## src/sv/agdm_pkg.sv

```systemverilog
// package for the audio gain, dc blocker and level meter
// holds widths, constants, sequencer states and shared helper functions
// no dependencies
package agdm_pkg;

  localparam int unsigned MAX_CHANNELS    = 8;
  localparam int unsigned MAX_CHUNK       = 4096;
  localparam int unsigned GAIN_FRAC_BITS  = 14;
  localparam int unsigned ALPHA_FRAC_BITS = 16;

  localparam int unsigned CH_W     = $clog2(MAX_CHANNELS);
  localparam int unsigned SAMPLE_W = 32;
  localparam int unsigned GAIN_W   = 20;
  localparam int unsigned ALPHA_W  = 16;
  localparam int unsigned CHANS_W  = 4;
  localparam int unsigned FMT_W    = 2;
  localparam int unsigned CFG_IDX_W  = 3;
  localparam int unsigned CFG_DATA_W = 20;

  // shared multiplier operand and product widths
  localparam int unsigned MUL_A_W = 34;
  localparam int unsigned MUL_B_W = 25;
  localparam int unsigned PROD_W  = MUL_A_W + MUL_B_W;

  // blocker state width and meter widths
  localparam int unsigned Y_W     = 50;
  localparam int unsigned MAG_W   = 24;
  localparam int unsigned PEAK_W  = 15;
  localparam int unsigned SUM_W   = 63;
  localparam int unsigned COUNT_W = 13;
  localparam int unsigned FRAME_W = 48;

  localparam int unsigned OUT_DATA_W = 176;

  localparam logic signed [PROD_W-1:0] Y_MAX = (PROD_W'(1) <<< (Y_W - 1)) - PROD_W'(1);
  localparam logic signed [PROD_W-1:0] Y_MIN = -Y_MAX - PROD_W'(1);

  localparam logic [PEAK_W-1:0] PEAK_MAX = '1;

  typedef enum logic [1:0] {
    FMT_16 = 2'd0,
    FMT_24 = 2'd1,
    FMT_32 = 2'd2
  } fmt_e;

  typedef enum logic [CFG_IDX_W-1:0] {
    CFG_FORMAT   = 3'd0,
    CFG_CHANNELS = 3'd1,
    CFG_DOWNMIX  = 3'd2,
    CFG_GAIN     = 3'd3,
    CFG_DC_EN    = 3'd4,
    CFG_DC_ALPHA = 3'd5
  } cfg_idx_e;

  typedef enum logic [3:0] {
    S_IDLE,
    S_GAIN,
    S_GSAT,
    S_FBLO,
    S_ACC,
    S_DCOUT,
    S_SQ,
    S_METER,
    S_EMIT
  } state_e;

  // sign extend a raw word from the configured sample width
  function automatic logic signed [SAMPLE_W-1:0] sext_fmt(input logic [SAMPLE_W-1:0] raw,
                                                          input logic [FMT_W-1:0] fmt);
    logic signed [SAMPLE_W-1:0] r;
    case (fmt)
      FMT_16:  r = {{16{raw[15]}}, raw[15:0]};
      FMT_24:  r = {{8{raw[23]}}, raw[23:0]};
      default: r = raw;
    endcase
    return r;
  endfunction

  // arithmetic shift right rounding toward zero
  function automatic logic signed [PROD_W-1:0] trunc_shr(input logic signed [PROD_W-1:0] v,
                                                         input int unsigned sh);
    logic signed [PROD_W-1:0] bias;
    logic signed [PROD_W-1:0] s;
    bias = v[PROD_W-1] ? ((PROD_W'(1) <<< sh) - PROD_W'(1)) : '0;
    s    = v + bias;
    return s >>> sh;
  endfunction

  // saturate to the configured sample range
  function automatic logic signed [SAMPLE_W-1:0] sat_fmt(input logic signed [PROD_W-1:0] v,
                                                         input logic [FMT_W-1:0] fmt);
    logic signed [PROD_W-1:0] hi;
    logic signed [PROD_W-1:0] lo;
    logic signed [PROD_W-1:0] r;
    case (fmt)
      FMT_16:  hi = PROD_W'(32767);
      FMT_24:  hi = PROD_W'(8388607);
      default: hi = PROD_W'(2147483647);
    endcase
    lo = -hi - PROD_W'(1);
    if (v > hi) begin
      r = hi;
    end else if (v < lo) begin
      r = lo;
    end else begin
      r = v;
    end
    return r[SAMPLE_W-1:0];
  endfunction

endpackage

```

## src/sv/agdm_mul.sv

```systemverilog
// shared signed multiplier with registered product
// used by the sequencer for gain, blocker feedback and squaring
// depends on agdm_pkg
module agdm_mul (
  input  logic                                   clk_i,
  input  logic signed [agdm_pkg::MUL_A_W-1:0]    a_i,
  input  logic signed [agdm_pkg::MUL_B_W-1:0]    b_i,
  output logic signed [agdm_pkg::PROD_W-1:0]     p_o
);

  logic signed [agdm_pkg::PROD_W-1:0] p_q;

  always_ff @(posedge clk_i) begin
    p_q <= a_i * b_i;
  end

  assign p_o = p_q;

endmodule

```

## config.mk

```make
export PLATFORM = sky130hd
export DESIGN_NAME = agdm_mul
export DESIGN_NICKNAME = d
export VERILOG_FILES = /design/src/sv/agdm_pkg.sv /design/src/sv/agdm_mul.sv
export SDC_FILE = /design/constraint.sdc
export NUM_CORES = 2
export LEC_CHECK = 0
export BUFFER_PORTS_ARGS = -buffer_cell sky130_fd_sc_hd__buf_4
export CAP_MARGIN = 5
export CORE_UTILIZATION = 60
export CTS_BUF_LIST = sky130_fd_sc_hd__clkbuf_4 sky130_fd_sc_hd__clkbuf_8
export CTS_CLUSTER_DIAMETER = 150
export DETAILED_ROUTE_END_ITERATION = 7
export HOLD_SLACK_MARGIN = 0.06
export PLACE_DENSITY = 0.88
export SLEW_MARGIN = 5
export SYNTH_ARGS = -nofsm -noshare
export SYNTH_HDL_FRONTEND = slang
export SYNTH_SLANG_ARGS = --single-unit
```

## constraint.sdc

```tcl
create_clock -name clk_i -period 17 [get_ports clk_i]
set_clock_uncertainty 0.05 [all_clocks]
set_input_delay 0.85 -clock clk_i [delete_from_list [all_inputs] [get_ports clk_i]]
set_output_delay 0.85 -clock clk_i [all_outputs]
set_load 0.01 [all_outputs]
```

; ---- Word level (Yosys, flattened, before mapping)
; Index checks and enable logic that the tools add are counted.
; W data, S select, Z words.
[totals]
reg_bits = 59
input_bits = 60
out_inout_bits = 59
wordCells = 2
[op_classes]
multipliers = 1
[op_table]
columns = cell, count
row1 = $mul A34 B25 Y59, 1

; ---- Depth between registers and ports, before layout
[depth]
ltp_word = 1
ltp_mapped = 27
mapped_depth_nobuf = 25

; ---- Worst setup path before layout
; Ideal clock, no wire load.
[synth_path]
path_type = input to register
from = input port a_i[33] in the netlist's numbering
to = register p_q (netlist bit p_o[56])
setup_ns = 0.072
t_arrival_ns = 6.929
required_time_ns = 16.878
slack_ns = 9.949
cell_stages = 23
n_path_buf = 2
path_cell_list = clkbuf_1 nand2_1 inv_1 fa_1 fa_1 inv_1 fa_1 inv_1 fa_1 fa_1 fa_1 inv_1 fa_1 inv_1 ha_1 clkbuf_1 a21oi_1 o21ai_0 or3_1 nor3_2 o31ai_4 a221oi_2 xnor2_1
[synth_via]
elab_chain_cells = 1
[synth_lines]
columns = item, line
row1 = start: declaration, agdm_mul.sv:6  ; input logic signed [agdm_pkg::MUL_A_W-1:0] a_i,
row2 = $mul A34 B25 Y59, agdm_mul.sv:14  ; p_q <= a_i * b_i;
row3 = end signal: assignment, agdm_mul.sv:14
row4 = end: declaration, agdm_mul.sv:11  ; logic signed [agdm_pkg::PROD_W-1:0] p_q;
; No other way between the ends.

; ---- Worst setup path in the final report
[layout_path]
from = input port b_i[1] in the netlist's numbering
to = register p_q (netlist bit p_o[57])
[layout_via]
elab_chain_cells = 1
[layout_lines]
columns = item, line
row1 = start: declaration, agdm_mul.sv:7  ; input logic signed [agdm_pkg::MUL_B_W-1:0] b_i,
row2 = $mul A34 B25 Y59, agdm_mul.sv:14
; No other way between the ends.

==> metrics.yaml <==
dpl.hpwl_um: 64620
period_needed_ns: 7.649
setup_viol: 0
hold_viol_final: 0
async_reset_ff_share_pct: 0
rows: 82
grt_pass1_vias: 25628
area_growth_pct: 4.324
drv_cap: 0
fmax_mhz: 130.7
htree_levels: 3
final_area_sq_um: 32270
max-clock-path-buffers: 2
track_usage_pct: 31.67
syn_inst: 3272
core_area_sq_um: 50480
wl_per_cell_um: 20.07
syn_nets: 4356
place_congestion: 0.9179
required_ns: 17.24
routed_wl_um: 78670
initialDrtViolationCount: 1905
ant_nets: 0
outcome: "complete, no violations"
route.vias.total: 22559
hp-class: "in -> reg"
start_util_pct: 61.28
setup_ws_ns: 9.351
antenna_found_initial: 4
hold_buffers: 0
dpl-instance-area_sq_um: 32040
syn_area_sq_um: 30930
synth_edf_count: 0
clk_pin_slew_ns: 0.07
n_fill_cell: 3814
grt_max_degree: 36
synth_warnings: 0
cts_tree: "yes"
cp_max_fo: 34
place_ws_ns: 9.124
first_pass_iters: 7
maxSlewHeadroom_pct: 32.77
crit_type: "in -> reg"
post-cts-setup-buffers: 0
via_per_inst: 5.756
endpoint_kind: "register"
grt-ovfl-total: 0
period_share_pct: 45.00
drc: 0
largest_reg_flops: 59
maxSlewViolCount: 0
yosys.area.top_type: "fa_1"
syn_avg_cell_area_sq_um: 9.453
clock_sinks: 59
tns_ns: 0
dieHeight_um: 229.1
layout-drive-gt1-share_pct: 4.901
dieArea_sq_um: 52460
synthFlopType: "dfxtp_1"
cts_root_buf: "clkbuf_8"
grt_setup_unrepaired: "false"
synthTopCellsByArea: "fa_1, inv_1, and2_1"
final_core_util_pct: 63.93
io_buffers: 118
ys_seq_elements: 59
die_x_um: 229.1
grt_pass1_wl_um: 129100
startpoint_type: "input pin"
ys_seq_area_share_pct: 3.819
cts_buffers: 9
tightest_slew_ns: 1.005
yosys.area.top_type_share_pct: 55.98
fin_nets: 4323
pin_count: 119
yosysUniqueCellTypes: 65
cts_resized: 0
worstPathArrival_ns: 7.89
[worst max-delay path, cell delays in order]
cell and delay [ns]:
buf_4 0.33, nand2_1 0.16, inv_1 0.15, fa_1 0.55, fa_1 0.49, fa_1 1.05
inv_1 0.34, fa_1 0.57, inv_1 0.06, fa_1 0.53, inv_1 0.05, fa_1 0.47
inv_1 0.04, ha_1 0.38, nand2_1 0.13, o21ai_0 0.35, nor2_1 0.13, o2111ai_1 0.14
a31oi_1 0.14, nor3_2 0.40, a31oi_1 0.16, a31oi_1 0.22, xor2_1 0.17
[worst paths after layout]
check / start / end / slack, ns / cells past startpoint
worst max-delay path: b_i[1] / p_o[57] / 9.35 / 23
worst min-delay path: b_i[0] / p_o[0] / 0.91 / 2
[metal layers]
layer,up-vias,global-route usage [%],part of all wire [%]
met5,-,0,0
met4,0,20.27,7.3
met3,405,5.080,8.3
met2,1332,55.08,52
met1,11554,36.43,32
li1,9268,-,-
[placed cells by master, fill, tap and decap left out, drive strengths merged, types with 5 or more instances in the layout]
| cell type | synthesis | routed |
|---|---|---|
| nor2b | 31 | 31 |
| o21bai | 13 | 13 |
| o21a | 6 | 6 |
| o31ai | 5 | 5 |
| a31oi | 11 | 11 |
| buf | 5 | 118 |
| and2 | 425 | 425 |
| dfxtp | 59 | 59 |
| nand2 | 431 | 431 |
| a221oi | 6 | 6 |
| nand4 | 8 | 8 |
| clkbuf | 157 | 15 |
| a21oi | 57 | 57 |
| fa | 865 | 865 |
| o21ai | 24 | 24 |
| o211ai | 7 | 7 |
| a21o | 22 | 22 |
| xor2 | 15 | 15 |
| nand3 | 10 | 10 |
| nor2 | 25 | 25 |
| ha | 159 | 159 |
| xnor2 | 52 | 52 |
| nor3 | 6 | 6 |
| nand2b | 11 | 11 |
| inv | 811 | 811 |
| and3 | 14 | 14 |
[Yosys cell counts, types with 12 or more instances]
cell        n
fa_1      865
inv_1     810
nand2_1   431
and2_1    425
ha_1      159
clkbuf_1  157
dfxtp_1    59
a21oi_1    56
xnor2_1    52
nor2b_1    31
nor2_1     24
a21o_1     22
xor2_1     15
and3_1     14
o21bai_1   13
o21ai_0    12
o21ai_1    12
[layout make-up]
class                           count  area (sq um)  area share [%]
Inverter                          811          3044           9.434
Timing Repair Buffer              118         885.9           2.745
Tap cell                          672         840.8           2.606
Clock inverter                      1         30.03         0.09306
Clock buffer                       15         187.7          0.5816
Antenna cell                        3         7.507         0.02326
Sequential cell                    59          1181           3.660
Multi-Input combinational cell   2240         26090           80.86
[kinds of logic (layout without fill, tap and decap cells)]
group / after synthesis / after routing / synth area share [%]
AOI/OAI and AO/OA: 173 / 173 / 3.883
xor gates and xnor gates: 67 / 67 / 1.897
adders and majority gates: 1024 / 1024 / 62.42
buffers and inverters: 973 / 945 / 11.83
DFF: 59 / 59 / 3.819
muxes: 1 / 1 / 0.03640
other: 0 / 3 / 0
and+or+nand+nor: 975 / 975 / 16.12
[per-stage QoR]
| step | cells | hold WS (ns) |
|---|---|---|
| after floorplan | 3272 | 0.9273 |
| after global placement | 3900 | 1.190 |
| final | 3919 | 0.9070 |
| after detailed placement | 3900 | 1.191 |
| after global routing | 3918 | 0.9004 |
| after CTS | 3916 | 0.8757 |
Power is not shown: default switching activity piles up to over one toggle a cycle in this logic, so the estimate is an artifact.
